$ cat src/rtl/lpsd_pkg.sv
`timescale 1ns / 1ps

package lpsd_pkg;

   typedef enum logic [2:0] {
      PH_HASH = 3'd0,
      PH_HDIG = 3'd1,
      PH_PAY  = 3'd2,
      PH_AT   = 3'd3,
      PH_TDIG = 3'd4
   } phase_type;

   typedef enum logic [1:0] {
      KIND_DATA  = 2'd0,
      KIND_END   = 2'd1,
      KIND_FINAL = 2'd2,
      KIND_TRUNC = 2'd3
   } kind_type;

   localparam logic [7:0] CH_HASH  = 8'h23;
   localparam logic [7:0] CH_COLON = 8'h3a;
   localparam logic [7:0] CH_AT    = 8'h40;
   localparam logic [7:0] CH_STAR  = 8'h2a;
   localparam logic [7:0] CH_ZERO  = 8'h30;
   localparam logic [7:0] CH_NINE  = 8'h39;

   localparam logic [2:0] PREFIX_LEN = 3'd4;

   typedef struct packed {
      kind_type    kind;
      logic [7:0]  data_byte;
      logic [15:0] record_length;
      logic        delimiter_error;
      logic        length_overflow;
      logic        length_mismatch;
      logic        trailer_prefix_bad;
      logic        checksum_mismatch;
      logic [31:0] expected_sum;
   } rsp_type;

   // characters of the "sum=" trailer prefix
   function automatic logic [7:0] prefix_char(input logic [1:0] idx);
      logic [7:0] c;
      case (idx)
         2'd0:    c = 8'h73;
         2'd1:    c = 8'h75;
         2'd2:    c = 8'h6d;
         default: c = 8'h3d;
      endcase
      return c;
   endfunction

endpackage

$ cat src/rtl/length_prefixed_string_deframer_core.sv
`timescale 1ns / 1ps

// Deframer for a byte stream of records '#' length ':' payload '@' length '*'.
// One byte beat is taken per cycle with no gaps while req_stall is low: each
// accepted byte updates the registered parse state, and its result (a payload
// byte, a record end, a final record end with the "sum=" trailer check, or a
// truncation notice) is shown from the output register, via the skid register
// behind it when the output is held, so input goes on while a result is held;
// req_stall rises only once both are full. Lengths saturate at 2^LEN_BITS-1
// and the running sum and trailer value at 2^SUM_BITS-1. After a final or
// truncation result the parser is back in its reset state for the next stream.
module length_prefixed_string_deframer_core #(
   parameter int LEN_BITS = 16,
   parameter int SUM_BITS = 32
) (
   input  logic        clock,
   input  logic        reset,
   input  logic        req_valid,
   output logic        req_stall,
   input  logic [7:0]  req_in_byte,
   input  logic        req_is_last,
   output logic        rsp_valid,
   input  logic        rsp_stall,
   output logic [1:0]  rsp_result_kind,
   output logic [7:0]  rsp_data_byte,
   output logic [15:0] rsp_record_length,
   output logic        rsp_delimiter_error,
   output logic        rsp_length_overflow,
   output logic        rsp_length_mismatch,
   output logic        rsp_trailer_prefix_bad,
   output logic        rsp_checksum_mismatch,
   output logic [31:0] rsp_expected_sum
);
   import lpsd_pkg::*;

   localparam int LW = LEN_BITS + 4;
   localparam int SW = SUM_BITS + 4;
   localparam int AW = ((LEN_BITS > SUM_BITS) ? LEN_BITS : SUM_BITS) + 1;

   localparam logic [LEN_BITS-1:0] LEN_MAX = '1;
   localparam logic [SUM_BITS-1:0] SUM_MAX = '1;

   phase_type           phase_ff, phase_in;
   logic [LEN_BITS-1:0] header_length_ff, header_length_in;
   logic [LEN_BITS-1:0] payload_left_ff, payload_left_in;
   logic [LEN_BITS-1:0] trailer_length_ff, trailer_length_in;
   logic                flag_delim_ff, flag_delim_in;
   logic                flag_ovf_ff, flag_ovf_in;
   logic [SUM_BITS-1:0] sum_before_ff, sum_before_in;
   logic [2:0]          prefix_matched_ff, prefix_matched_in;
   logic [SUM_BITS-1:0] trailer_value_ff, trailer_value_in;
   logic                digits_done_ff, digits_done_in;

   rsp_type out_ff, skid_ff, new_rsp;
   logic    out_valid_ff, skid_valid_ff;
   logic    accept, has_rsp, closed;

   logic                is_digit;
   logic [3:0]          digit;
   logic [LW-1:0]       hdr_wide, tlen_wide;
   logic [SW-1:0]       tval_wide;
   logic [LEN_BITS-1:0] hdr_next, tlen_next;
   logic [SUM_BITS-1:0] tval_next, sum_next;
   logic                hdr_sat, tlen_sat;
   logic [AW-1:0]       sum_wide;
   logic [SUM_BITS-1:0] check_value;
   logic [LEN_BITS+15:0] len_ext;
   logic [SUM_BITS+31:0] sum_ext;

   assign accept    = req_valid && !skid_valid_ff;
   assign req_stall = skid_valid_ff;

   assign is_digit = req_in_byte inside {[CH_ZERO:CH_NINE]};
   assign digit    = is_digit ? 4'(req_in_byte - CH_ZERO) : 4'd0;

   // v*10 + d with room to spot saturation
   assign hdr_wide  = (LW'(header_length_ff) << 3) + (LW'(header_length_ff) << 1) + LW'(digit);
   assign tlen_wide = (LW'(trailer_length_ff) << 3) + (LW'(trailer_length_ff) << 1)
                      + LW'(digit);
   assign tval_wide = (SW'(trailer_value_ff) << 3) + (SW'(trailer_value_ff) << 1)
                      + SW'(digit);
   assign hdr_sat   = |hdr_wide[LW-1:LEN_BITS];
   assign tlen_sat  = |tlen_wide[LW-1:LEN_BITS];
   assign hdr_next  = hdr_sat ? LEN_MAX : hdr_wide[LEN_BITS-1:0];
   assign tlen_next = tlen_sat ? LEN_MAX : tlen_wide[LEN_BITS-1:0];
   assign tval_next = (|tval_wide[SW-1:SUM_BITS]) ? SUM_MAX : tval_wide[SUM_BITS-1:0];

   assign sum_wide = AW'(sum_before_ff) + AW'(header_length_ff);
   assign sum_next = (sum_wide > AW'(SUM_MAX)) ? SUM_MAX : sum_wide[SUM_BITS-1:0];

   assign check_value = (prefix_matched_ff < PREFIX_LEN) ? '0 : trailer_value_ff;
   assign len_ext     = {16'b0, header_length_ff};
   assign sum_ext     = {32'b0, sum_before_ff};

   always_comb begin
      phase_in          = phase_ff;
      header_length_in  = header_length_ff;
      payload_left_in   = payload_left_ff;
      trailer_length_in = trailer_length_ff;
      flag_delim_in     = flag_delim_ff;
      flag_ovf_in       = flag_ovf_ff;
      sum_before_in     = sum_before_ff;
      prefix_matched_in = prefix_matched_ff;
      trailer_value_in  = trailer_value_ff;
      digits_done_in    = digits_done_ff;
      new_rsp           = '0;
      has_rsp           = 1'b0;
      closed            = 1'b0;

      if (accept) begin
         case (phase_ff)
            PH_HDIG: begin
               if (is_digit) begin
                  header_length_in = hdr_next;
                  if (hdr_sat) flag_ovf_in = 1'b1;
               end else begin
                  if (req_in_byte != CH_COLON) flag_delim_in = 1'b1;
                  payload_left_in = header_length_ff;
                  phase_in = (header_length_ff != '0) ? PH_PAY : PH_AT;
               end
            end
            PH_PAY: begin
               if (!digits_done_ff) begin
                  if (prefix_matched_ff < PREFIX_LEN) begin
                     if (req_in_byte == prefix_char(prefix_matched_ff[1:0]))
                        prefix_matched_in = prefix_matched_ff + 3'd1;
                     else
                        digits_done_in = 1'b1;
                  end else if (is_digit) begin
                     trailer_value_in = tval_next;
                  end else begin
                     digits_done_in = 1'b1;
                  end
               end
               payload_left_in = payload_left_ff - LEN_BITS'(1);
               if (payload_left_ff == LEN_BITS'(1)) phase_in = PH_AT;
               new_rsp.kind      = KIND_DATA;
               new_rsp.data_byte = req_in_byte;
               has_rsp           = 1'b1;
            end
            PH_AT: begin
               if (req_in_byte != CH_AT) flag_delim_in = 1'b1;
               phase_in = PH_TDIG;
            end
            PH_TDIG: begin
               if (is_digit) begin
                  trailer_length_in = tlen_next;
                  if (tlen_sat) flag_ovf_in = 1'b1;
               end else begin
                  closed                  = 1'b1;
                  has_rsp                 = 1'b1;
                  new_rsp.record_length   = len_ext[15:0];
                  new_rsp.delimiter_error = flag_delim_ff || (req_in_byte != CH_STAR);
                  new_rsp.length_overflow = flag_ovf_ff;
                  new_rsp.length_mismatch = header_length_ff != trailer_length_ff;
                  new_rsp.expected_sum    = sum_ext[31:0];
                  if (req_is_last) begin
                     new_rsp.kind               = KIND_FINAL;
                     new_rsp.trailer_prefix_bad = prefix_matched_ff < PREFIX_LEN;
                     new_rsp.checksum_mismatch  = check_value != sum_before_ff;
                     phase_in          = PH_HASH;
                     header_length_in  = '0;
                     payload_left_in   = '0;
                     trailer_length_in = '0;
                     flag_delim_in     = 1'b0;
                     flag_ovf_in       = 1'b0;
                     sum_before_in     = '0;
                     prefix_matched_in = '0;
                     trailer_value_in  = '0;
                     digits_done_in    = 1'b0;
                  end else begin
                     new_rsp.kind  = KIND_END;
                     sum_before_in = sum_next;
                     phase_in      = PH_HASH;
                  end
               end
            end
            default: begin
               header_length_in  = '0;
               payload_left_in   = '0;
               trailer_length_in = '0;
               flag_delim_in     = req_in_byte != CH_HASH;
               flag_ovf_in       = 1'b0;
               prefix_matched_in = '0;
               trailer_value_in  = '0;
               digits_done_in    = 1'b0;
               phase_in          = PH_HDIG;
            end
         endcase

         // last beat anywhere but a closing slot ends the stream as truncated
         if (req_is_last && !closed) begin
            new_rsp           = '0;
            new_rsp.kind      = KIND_TRUNC;
            has_rsp           = 1'b1;
            phase_in          = PH_HASH;
            header_length_in  = '0;
            payload_left_in   = '0;
            trailer_length_in = '0;
            flag_delim_in     = 1'b0;
            flag_ovf_in       = 1'b0;
            sum_before_in     = '0;
            prefix_matched_in = '0;
            trailer_value_in  = '0;
            digits_done_in    = 1'b0;
         end
      end
   end

   always_ff @(posedge clock) begin
      if (reset) begin
         phase_ff          <= PH_HASH;
         header_length_ff  <= '0;
         payload_left_ff   <= '0;
         trailer_length_ff <= '0;
         flag_delim_ff     <= 1'b0;
         flag_ovf_ff       <= 1'b0;
         sum_before_ff     <= '0;
         prefix_matched_ff <= '0;
         trailer_value_ff  <= '0;
         digits_done_ff    <= 1'b0;
      end else begin
         phase_ff          <= phase_in;
         header_length_ff  <= header_length_in;
         payload_left_ff   <= payload_left_in;
         trailer_length_ff <= trailer_length_in;
         flag_delim_ff     <= flag_delim_in;
         flag_ovf_ff       <= flag_ovf_in;
         sum_before_ff     <= sum_before_in;
         prefix_matched_ff <= prefix_matched_in;
         trailer_value_ff  <= trailer_value_in;
         digits_done_ff    <= digits_done_in;
      end
   end

   // output register with a skid register behind it
   always_ff @(posedge clock) begin
      if (reset) begin
         out_valid_ff  <= 1'b0;
         skid_valid_ff <= 1'b0;
      end else if (!out_valid_ff || !rsp_stall) begin
         if (skid_valid_ff) begin
            out_valid_ff  <= 1'b1;
            skid_valid_ff <= 1'b0;
         end else begin
            out_valid_ff <= has_rsp;
         end
      end else if (has_rsp) begin
         skid_valid_ff <= 1'b1;
      end
   end

   always_ff @(posedge clock) begin
      if (!out_valid_ff || !rsp_stall) begin
         if (skid_valid_ff) out_ff <= skid_ff;
         else if (has_rsp)  out_ff <= new_rsp;
      end else if (has_rsp) begin
         skid_ff <= new_rsp;
      end
   end

   assign rsp_valid              = out_valid_ff;
   assign rsp_result_kind        = out_ff.kind;
   assign rsp_data_byte          = out_ff.data_byte;
   assign rsp_record_length      = out_ff.record_length;
   assign rsp_delimiter_error    = out_ff.delimiter_error;
   assign rsp_length_overflow    = out_ff.length_overflow;
   assign rsp_length_mismatch    = out_ff.length_mismatch;
   assign rsp_trailer_prefix_bad = out_ff.trailer_prefix_bad;
   assign rsp_checksum_mismatch  = out_ff.checksum_mismatch;
   assign rsp_expected_sum       = out_ff.expected_sum;

   a_skid_behind_out: assert property (@(posedge clock) disable iff (reset)
      skid_valid_ff |-> out_valid_ff)
      else $error("skid register holds a beat while output register is empty");

   a_stream_end_resets: assert property (@(posedge clock) disable iff (reset)
      (has_rsp && (new_rsp.kind == KIND_FINAL || new_rsp.kind == KIND_TRUNC))
      |=> (phase_ff == PH_HASH && sum_before_ff == '0))
      else $error("parser not back at reset state after stream end");

   a_payload_left_nonzero: assert property (@(posedge clock) disable iff (reset)
      (phase_ff == PH_PAY) |-> (payload_left_ff != '0))
      else $error("payload phase with no bytes left");

endmodule

$ cat config.mk
export PLATFORM = sky130hd
export DESIGN_NAME = length_prefixed_string_deframer_core
export DESIGN_NICKNAME = d
export VERILOG_FILES = /design/src/rtl/lpsd_pkg.sv /design/src/rtl/length_prefixed_string_deframer_core.sv
export SDC_FILE = /design/constraint.sdc
export NUM_CORES = 1
export LEC_CHECK = 0
export BUFFER_PORTS_ARGS = -buffer_cell sky130_fd_sc_hd__buf_2
export CAP_MARGIN = 30
export CORE_MARGIN = 10
export CORE_UTILIZATION = 63
export DETAILED_ROUTE_END_ITERATION = 8
export PLACE_DENSITY = 0.82
export SYNTH_ARGS = -nofsm -noshare
export SYNTH_HDL_FRONTEND = slang
export SYNTH_SLANG_ARGS = --single-unit
$ cat constraint.sdc
create_clock -name clock -period 8.28 [get_ports clock]
set_input_delay 0 -clock clock [delete_from_list [all_inputs] [get_ports clock]]
set_output_delay 0 -clock clock [all_outputs]
set_load 0.02 [all_outputs]
== After elaboration in Yosys (flattened, before gate mapping) ==
Cells that the tools add are included.

* RAM bits: 0
* Memory bits (read-only): 0
* Register bits: 249
* Memories kept: 0
* Input port bits: 13
* Logic and storage cells: 194
* Bits in latches: 0
* Output and inout port bits: 65

* Reduce and logical (&&, ||, !) cells: 32
* $mul: 0
* $lt $le $gt $ge: 4
* Shift operators: 0
* Div/mod/pow operators: 0
* Add/sub/neg operators: 10
* Bitwise operators: 1
* Equal/unequal tests: 35
* Mux-type cells: 82

{| class="wikitable"
|+ Operator list
! operator !! count
|-
| 32-bit 2-to-1 mux || 13
|-
| 63-bit 2-to-1 mux || 4
|-
| 16-bit 2-to-1 mux || 10
|-
| 53-bit 2-to-1 mux || 2
|-
| 32-bit case mux with 3 select lines || 1
|-
| 16-bit case mux with 4 select lines || 1
|-
| 16-bit case mux with 3 select lines || 1
|-
| 19-bit by 17-bit adder with 20-bit output || 2
|-
| 20-bit by 4-bit adder with 20-bit output || 2
|-
| 8-bit 2-to-1 mux || 5
|-
| 3-bit != test (second input constant) || 13
|-
| 35-bit by 33-bit adder with 36-bit output || 1
|-
| 36-bit by 4-bit adder with 36-bit output || 1
|-
| 32-bit by 16-bit adder with 33-bit output || 1
|-
| 33-bit by 32-bit greater-than comparator with 1-bit output (second input constant) || 1
|-
| 32-bit != test || 1
|-
| 16-bit case mux with 2 select lines || 1
|-
| 3-bit 2-to-1 mux || 10
|-
| 8-bit by 6-bit != test with 1-bit output (second input constant) || 3
|-
| 1-bit 2-to-1 mux || 22
|-
| 7-bit case mux with 3 select lines || 1
|-
| 7-bit AND reduction || 3
|-
| 16-bit by 1-bit == test with 1-bit output (second input constant) || 1
|-
| 16-bit != test || 1
|-
| other kinds (38) || 63
|}

== Longest topological paths before layout ==
Gate-level depths: netlist of run 1.

* Depth after elaboration: 12
* Gate-level depth with buffers: 21
* Depth with buffers taken out: 17

== Worst setup path after synthesis of run 1 ==
No wires, ideal clock.

* Kind: input -> register
* Start point: input port req_in_byte[2]
* End point: register skid_ff[0] in the netlist's numbering, enable pin
* Setup time: 0.575 ns
* Cell stages on the path: 8
* Setup slack: 2.080 ns
* Data arrival time: 5.626 ns
* Required time: 7.705 ns
* Path buffers: 2
* Cells stage by stage: buf_2 o21ai_1 and3_1 clkbuf_1 nor2_1 mux2i_1 o21ai_0 nor3b_1

* Cells in the longest elaborated chain, start to end: 10
* Elaborated cells on any way between the ends: 12
* Classes of those cells: order compare: 2; mux: 6; reduce/logical: 4

{| class="wikitable"
|+ Ends and longest elaborated chain
! element !! line !! text
|-
| start: declaration || length_prefixed_string_deframer_core.sv:20 || <nowiki>input logic [7:0] req_in_byte,</nowiki>
|-
| 8-bit by 6-bit >= comparator with 1-bit output or 8-bit by 6-bit <= comparator with 1-bit output (tied branches) || length_prefixed_string_deframer_core.sv:73 || <nowiki>assign is_digit = req_in_byte inside {[CH_ZERO:CH_NINE]};</nowiki>
|-
| 1-bit logical AND (*) || length_prefixed_string_deframer_core.sv:73 ||
|-
| 1-bit 2-to-1 mux (*) || length_prefixed_string_deframer_core.sv:146 || <nowiki>if (is_digit) begin</nowiki>
|-
| 1-bit 2-to-1 mux || length_prefixed_string_deframer_core.sv:111 || <nowiki>case (phase_ff)</nowiki>
|-
| 1-bit 2-to-1 mux || length_prefixed_string_deframer_core.sv:110 || <nowiki>if (accept) begin</nowiki>
|-
| 1-bit logical NOT || length_prefixed_string_deframer_core.sv:192 || <nowiki>if (req_is_last && !closed) begin</nowiki>
|-
| 1-bit logical AND || length_prefixed_string_deframer_core.sv:192 ||
|-
| 1-bit 2-to-1 mux (*) || length_prefixed_string_deframer_core.sv:192 ||
|-
| 1-bit 2-to-1 mux (*) || length_prefixed_string_deframer_core.sv:110 ||
|-
| 2-bit AND reduction (no line) (*) || -- ||
|-
| end signal: assignment || length_prefixed_string_deframer_core.sv:258 || <nowiki>skid_ff <= new_rsp;</nowiki>
|-
| end: declaration || length_prefixed_string_deframer_core.sv:54 || <nowiki>rsp_type out_ff, skid_ff, new_rsp;</nowiki>
|}

Mark *: on every way between the ends. The rest lies on a longest branch, timed or not. The select of a mux whose other input is x is not followed.
A chain may end at the register's enable or synchronous reset.

== Worst setup path after layout of run 1 ==
* Start point: input port req_in_byte[7]
* End point: register trailer_value_ff[4]

* Cells in the longest elaborated chain, start to end: 11
* Elaborated cells on any way between the ends: 24
* Classes of those cells: add/sub: 1; order compare: 2; eq/ne: 6; mux: 10; reduce/logical: 5

{| class="wikitable"
|+ Ends and longest elaborated chain
! element !! line !! text
|-
| 8-bit by 6-bit >= comparator with 1-bit output or 8-bit by 6-bit <= comparator with 1-bit output (tied branches) || length_prefixed_string_deframer_core.sv:73 ||
|-
| 1-bit logical AND (*) || length_prefixed_string_deframer_core.sv:73 ||
|-
| 4-bit 2-to-1 mux || length_prefixed_string_deframer_core.sv:74 || <nowiki>assign digit = is_digit ? 4'(req_in_byte - CH_ZERO) : 4'd0;</nowiki>
|-
| 36-bit by 4-bit adder with 36-bit output || length_prefixed_string_deframer_core.sv:81 || <nowiki>+ SW'(digit);</nowiki>
|-
| 4-bit OR reduction || length_prefixed_string_deframer_core.sv:86 || <nowiki>assign tval_next = (|tval_wide[SW-1:SUM_BITS]) ? SUM_MAX : tval_wide[SUM_BITS-1:0];</nowiki>
|-
| 32-bit 2-to-1 mux || length_prefixed_string_deframer_core.sv:86 ||
|-
| 32-bit 2-to-1 mux || length_prefixed_string_deframer_core.sv:129 || <nowiki>end else if (is_digit) begin</nowiki>
|-
| 32-bit 2-to-1 mux || length_prefixed_string_deframer_core.sv:124 || <nowiki>if (prefix_matched_ff < PREFIX_LEN) begin</nowiki>
|-
| 32-bit 2-to-1 mux || length_prefixed_string_deframer_core.sv:123 || <nowiki>if (!digits_done_ff) begin</nowiki>
|-
| 32-bit case mux with 3 select lines || length_prefixed_string_deframer_core.sv:111 ||
|-
| 32-bit 2-to-1 mux || length_prefixed_string_deframer_core.sv:192 ||
|-
| end signal: assignment || length_prefixed_string_deframer_core.sv:231 || <nowiki>trailer_value_ff <= trailer_value_in;</nowiki>
|-
| end: declaration || length_prefixed_string_deframer_core.sv:51 || <nowiki>logic [SUM_BITS-1:0] trailer_value_ff, trailer_value_in;</nowiki>
|}

Marked as above.

==> results of run 1 <==
power groups by stage:
| stage | Combinational [mW] | Clock [mW] | Sequential, mW |
|---|---|---|---|
| global placement | 0.113 | 0 | 1.34 |
| floorplan | 0.0602 | 0 | 1.36 |
| global route | 0.133 | 1.09 | 1.32 |
| CTS | 0.121 | 1.05 | 1.32 |
| detailed placement | 0.117 | 0 | 1.34 |
| finish | 0.122 | 1.04 | 1.32 |
through the flow:
step	instance area, um^2	worst slack, ns
6_report	17200	3.22
5_1_grt	17200	2.85
4_1_cts	17200	3.30
3_5_place_dp	16400	3.43
3_3_place_gp	16400	3.58
2_1_floorplan	15800	2.08
area by class of cell:
cell class / count / share of cell area
sequential: 249 / 0.363
inverter: 47 / 0.0103
timing repair buffer: 100 / 0.0342
tap: 324 / 0.0236
multi-input combinational: 1302 / 0.526
clock inverter: 8 / 0.00538
clock buffer: 33 / 0.0370
cell families (layout without fill, tap and decap cells):
kind of cell / Yosys count / count (layout) / synth area share
AOI/OAI and AO/OA: 505 / 505 / 0.221
xor gates and xnor gates: 100 / 100 / 0.0555
adders and majority gates: 151 / 151 / 0.123
buffers and inverters: 125 / 188 / 0.0321
DFF: 249 / 249 / 0.396
muxes: 3 / 3 / 0.00190
and+or+nand+nor: 543 / 543 / 0.170
worst max-delay path: stages:
cell and delay (ns):
dlygate4sd3_1 0.53, buf_2 0.15, nor3b_1 0.34, and3_1 0.54
nand2_1 0.23, xnor2_1 0.20, ha_1 0.25, inv_1 0.08
fa_1 0.41, nor2b_1 0.17, o2111ai_1 0.18, a31oi_2 0.36
a21oi_2 0.15, nor3_2 0.22, nor3b_1 0.09, o31a_1 0.32
o22ai_2 0.43, and2_1 0.61, a221o_1 0.21
registers in the layout, summed over array words and instances, names as in the netlist:
signal	cells
rsp_data_byte	8
header_length_ff	16
digits_done_ff	1
skid_ff	63
rsp_length_mismatch	1
flag_ovf_ff	1
trailer_length_ff	16
rsp_checksum_mismatch	1
rsp_result_kind	2
payload_left_ff	16
prefix_matched_ff	3
rsp_valid	1
rsp_trailer_prefix_bad	1
rsp_delimiter_error	1
trailer_value_ff	32
phase_ff	3
rsp_length_overflow	1
rsp_record_length	16
flag_delim_ff	1
sum_before_ff	32
req_stall	1
rsp_expected_sum	32
routing by layer:
metal	vias up	global-route usage	share of wire	wire length [um]
met5	-	0	0.00033	13
met4	2	0.0710	0.023	910
met3	69	0.0362	0.088	3490
met2	557	0.390	0.45	17800
met1	6214	0.339	0.44	17400
li1	6310	-	-	-
worst max path at each step:
| stage | startpoint | depth (start not counted) | end | slack [ns] |
|---|---|---|---|---|
| 2_1_floorplan | req_in_byte[2] | 8 | skid_ff[0] | 2.08 |
| 3_3_place_gp | req_in_byte[7] | 18 | trailer_value_ff[11] | 3.58 |
| 3_5_place_dp | req_in_byte[7] | 18 | trailer_value_ff[7] | 3.43 |
| 4_1_cts | req_in_byte[7] | 19 | trailer_value_ff[4] | 3.30 |
| 5_1_grt | req_in_byte[7] | 19 | trailer_value_ff[4] | 2.85 |
| 6_report | req_in_byte[7] | 19 | trailer_value_ff[4] | 3.22 |
synthesized netlist by cell type (all sizes together), types with 4 or more instances:
cell,instances,area [um^2]
a211o,5,43.8
a211oi,15,118
a21o,96,728
a21oi,84,432
a221o,33,330
a22o,7,61.3
a22oi,27,203
a31oi,10,75.1
and2,53,334
and3,24,150
buf,14,90.1
clkbuf,64,240
dfxtp,123,2460
edfxtp,126,3780
fa,7,140
ha,144,1800
inv,47,176
nand2,138,518
nand2b,17,106
nand3,42,215
nand3b,15,113
nand4,12,75.1
nor2,145,544
nor2b,9,63.8
nor3,37,195
nor3b,8,65.1
nor4,17,106
o2111ai,4,35.0
o211ai,7,57.6
o21a,20,151
o21ai,139,707
o21bai,13,97.6
o22ai,4,31.3
o31a,4,43.8
o31ai,6,45.0
o41ai,7,95.1
or2,4,25.0
or3,7,43.8
or4,5,41.3
xnor2,82,718
xor2,18,158
==> flow_summary.ini, run 1 <==
[outcome]
status = finished clean

[layout]
diodes = 0
drive_gt1_frac = 0.0926
final_util = 0.703
regArea_mm2 = 0.00625
n_fill_cell = 1795
area_delta_synth_final_pct = 9.04
final_cell_mix = 144 x nor2_1, 144 x ha_1, 138 x nand2_1
stdcell_count = 2063
multiInputGateArea_mm2 = 0.00905
nets = 1887

[detailed_routing]
drc = 0
avgRoutedWirePerCell_um = 19.2
num_vias = 13200
first_pass_iters = 7
drt_iter0_markers = 1330
wl_um = 39600
antenna_left = 0
via_per_inst = 6.38

[setup_path]
crit_path_end_kind = flop
startpoint_type = primary input
r2r-end = trailer_value_ff[4]
critPathArrivalTime_ns = 5.50
regToRegSetupSlack_ns = 3.93
r2r-start = trailer_value_ff[0]
timing_worst_setup_path_type = primary input to flop
critical_path_required_ns = 8.72
reg2reg_depth = 13
path_max_fanout = 19

[pwr]
ir_drop_mv = 0.131
leakage_nw = 8.03
finalPower_mw = 2.48
pwr-share-seq = 0.532
switching_power_mw = 0.535
power.internal_mw = 1.94
clkPwrFrac = 0.419
swShare = 0.216
power.density_mw_per_mm2 = 144
comb_power_share = 0.049

[placement]
gp_congestion = 0.951
io_buffers = 77
place_inst = 2013
dp_hpwl_um = 28400

[timing]
setup_tns_ns = 0
fin_crit_ns = 5.06
rsz0062_at_grt = no
finalClockSkew_ns = 0.0114
holdWs_ns = 0.0280
tightest_slew_ns = 1.06
slew_headroom = 0.293
fmax_mhz = 198
post-route-period-util = 0.611
setup_viol = 0
final_max_slew_viol_count = 0
finalHoldViolCount = 0

[global_route]
grt_pass1_wl_um = 64800
grt_overflow_total = 0
grtUsageTotal = 0.244
grt_max_degree = 67
antenna_found_initial = 1
grt_pass1_vias = 12600

[clock_tree]
cts_tree = yes
cts_setup_buffers = 0
clock-sinks = 249
holdBufCountCts = 9
clk_latency_ns = 0.51
ctsHtreeMaxLevel = 1
cts_max_path_buffers = 3
cts_root_buffer = clkbuf_16
clk_pin_slew_worst_paths_ns = 0.06
numCtsBuffers = 23
cts.repair.resized = 0

[yosys]
synthCells = 1676
synth_cell_types = 85
synthArstFlopShare = 0
yosysSeqAreaShare = 0.396
netlist_area_mm2 = 0.0158
syn_avg_cell_area_um2 = 9.41
ys_ff_latch = 249
synth_edf_count = 126
ys.flop_type = edfxtp_1
syn_nets = 1840
yosys_warnings = 0

[worst_hold_path]
min_to = skid_ff[56]
hp-class = primary input to flop
holdPathStages = 2
worstHoldStart = req_in_byte[3]

[die]
rows = 57
initial_utilization = 0.645
die_area_mm2 = 0.0318
coreArea_mm2 = 0.0245
chipWidth_um = 178
io_pins = 78
die_y_um = 178

[job]
cap_violations = 0
Note: power is estimated with default switching activity, not from simulation.
==> inputs of run 2 (changes only) <==
CORE_UTILIZATION = 57   (was 63)
PLACE_DENSITY = 0.78   (was 0.82)
clock period = 4.6 ns   (was 8.28 ns; I/O delays follow)
==> run 2 against run 1 <==
  * Critical path depth fell by 2
  * Cell count rose by 3.1%
  * Highest routed layer is now met4
  * Hold slack improved by 0.0018 ns
  * Critical endpoint is now trailer_value_ff[1]
  * Critical path type unchanged
  * Clock power rose by 77%
  * Non-clock buffer count rose by 13
  * Setup slack got worse by 2.9 ns
  * Register-to-register slack got worse by 3.2 ns
==> flow_summary.ini, run 2 (synthesis results as in run 1) <==
[pwr]
clkPwrFrac = 0.415
switching_power_mw = 0.992
power.internal_mw = 3.45
power.density_mw_per_mm2 = 255
swShare = 0.223
pwr-share-seq = 0.534
comb_power_share = 0.050
leakage_nw = 8.11
ir_drop_mv = 0.204

[timing]
final_max_slew_viol_count = 0
rsz0062_at_grt = no
slew_headroom = 0.341
finalHoldViolCount = 0
fin_crit_ns = 4.28
tightest_slew_ns = 0.985
fmax_mhz = 234
finalClockSkew_ns = 0.0114
setup_tns_ns = 0
post-route-period-util = 0.931
setup_viol = 0

[layout]
n_fill_cell = 2188
regArea_mm2 = 0.00625
area_delta_synth_final_pct = 10.3
nets = 1901
largest_register_ffs = 63
drive_gt1_frac = 0.0998
stdcell_count = 2126
multiInputGateArea_mm2 = 0.00907
final_cell_mix = 144 x nor2_1, 144 x ha_1, 138 x nand2_1
regMostFlops = skid_ff
final_util = 0.642
diodes = 0

[detailed_routing]
via_per_inst = 6.18
drc = 0
wl_um = 39600
drt_iter0_markers = 1111
avgRoutedWirePerCell_um = 18.6
first_pass_iters = 5
num_vias = 13100
antenna_left = 0

[die]
initial_utilization = 0.582
rows = 60
coreArea_mm2 = 0.0271
die_y_um = 186
die_area_mm2 = 0.0347
chipWidth_um = 186
io_pins = 78

[job]
cap_violations = 0

[clock_tree]
clk_pin_slew_worst_paths_ns = 0.06
cts_tree = yes
cts_root_buffer = clkbuf_16
clock-sinks = 249
numCtsBuffers = 24
cts_max_path_buffers = 3
clk_latency_ns = 0.52
ctsHtreeMaxLevel = 1

[outcome]
status = finished clean

[global_route]
grtUsageTotal = 0.217
grt_pass1_wl_um = 65000
grt_pass1_vias = 12600
grt_overflow_total = 0
antenna_found_initial = 0
grt_max_degree = 47

[placement]
io_buffers = 77
gp_congestion = 0.929
place_inst = 2071
dp_hpwl_um = 29100

[setup_path]
path_max_fanout = 19
crit_path_end_kind = flop
critPathArrivalTime_ns = 4.68
critical_path_required_ns = 5.00
startpoint_type = primary input
timing_worst_setup_path_type = primary input to flop

[worst_hold_path]
hp-class = primary input to flop
## run 2: area by class of cell
type,count,share of cell area
inverters,47,0.0101
multi-input cells,1302,0.521
well taps,372,0.0268
flip-flops and latches,249,0.359
repair buffers,113,0.0407
clock buffers,33,0.0385
clock inverters,10,0.00338
## run 2: per-stage QoR
step	area (um^2)	setup slack, ns	power (mW)	hold slack, ns
3_3_place_gp	16500	0.324	2.63	0.382
6_report	17400	0.318	4.44	0.0299
2_1_floorplan	15800	0.620	2.56	0.191
5_1_grt	17400	0.0581	4.57	0.0221
3_5_place_dp	16500	0.195	2.63	0.382
4_1_cts	17300	0.140	4.45	0.00776
## run 2: worst max-delay path, cell delays in order
cell and delay, ns:
dlygate4sd3_1 0.54, buf_2 0.15, nor3b_2 0.33, and3_1 0.33, and2_1 0.27, fa_1 0.49, ha_1 0.35, a211oi_2 0.32
o41ai_2 0.13, a31oi_2 0.29, o21ai_2 0.12, a21oi_1 0.22, o21ai_1 0.10, nor4_1 0.26, o22ai_2 0.15, and2_2 0.33
a221o_1 0.31
## run 2: final timing paths
| kind | endpoint | slack [ns] | cells past startpoint | startpoint |
|---|---|---|---|---|
| hold reg to reg | payload_left_ff[11] | 0.48 | 2 | payload_left_ff[11] |
| setup / recovery | trailer_value_ff[1] | 0.32 | 17 | req_in_byte[7] |
| setup reg to reg | sum_before_ff[4] | 0.74 | 12 | header_length_ff[0] |
| hold / removal | skid_ff[55] | 0.03 | 2 | req_in_byte[2] |
## run 2: what timing repair did
| action | in CTS | in global routing |
|---|---|---|
| hold endpoints to repair | 13 | 30 |
| buffers inserted | 0 | 0 |
| hold buffers | 10 | 1 |
| endpoints found under the setup margin | 0 | 53 |
| resized for setup | 0 | 3 |
## run 2: per-layer routing
metal  part of all wire  vias to the layer above  global-route usage  routed length (um)
met5                  0                        -                   0                   0
li1                   -                     6332                   -                   -
met1               0.46                     6288               0.300               18200
met3              0.073                       69              0.0307                2870
met4              0.028                        0              0.0694                1090
met2               0.44                      451               0.343               17400
## run 2: power groups by stage
stage,sequential (mW),combinational (mW),clock [mW]
after floorplan,2.45,0.109,0
after global placement,2.42,0.208,0
after detailed placement,2.42,0.212,0
after CTS,2.37,0.220,1.86
after global routing,2.37,0.245,1.95
final,2.37,0.224,1.84
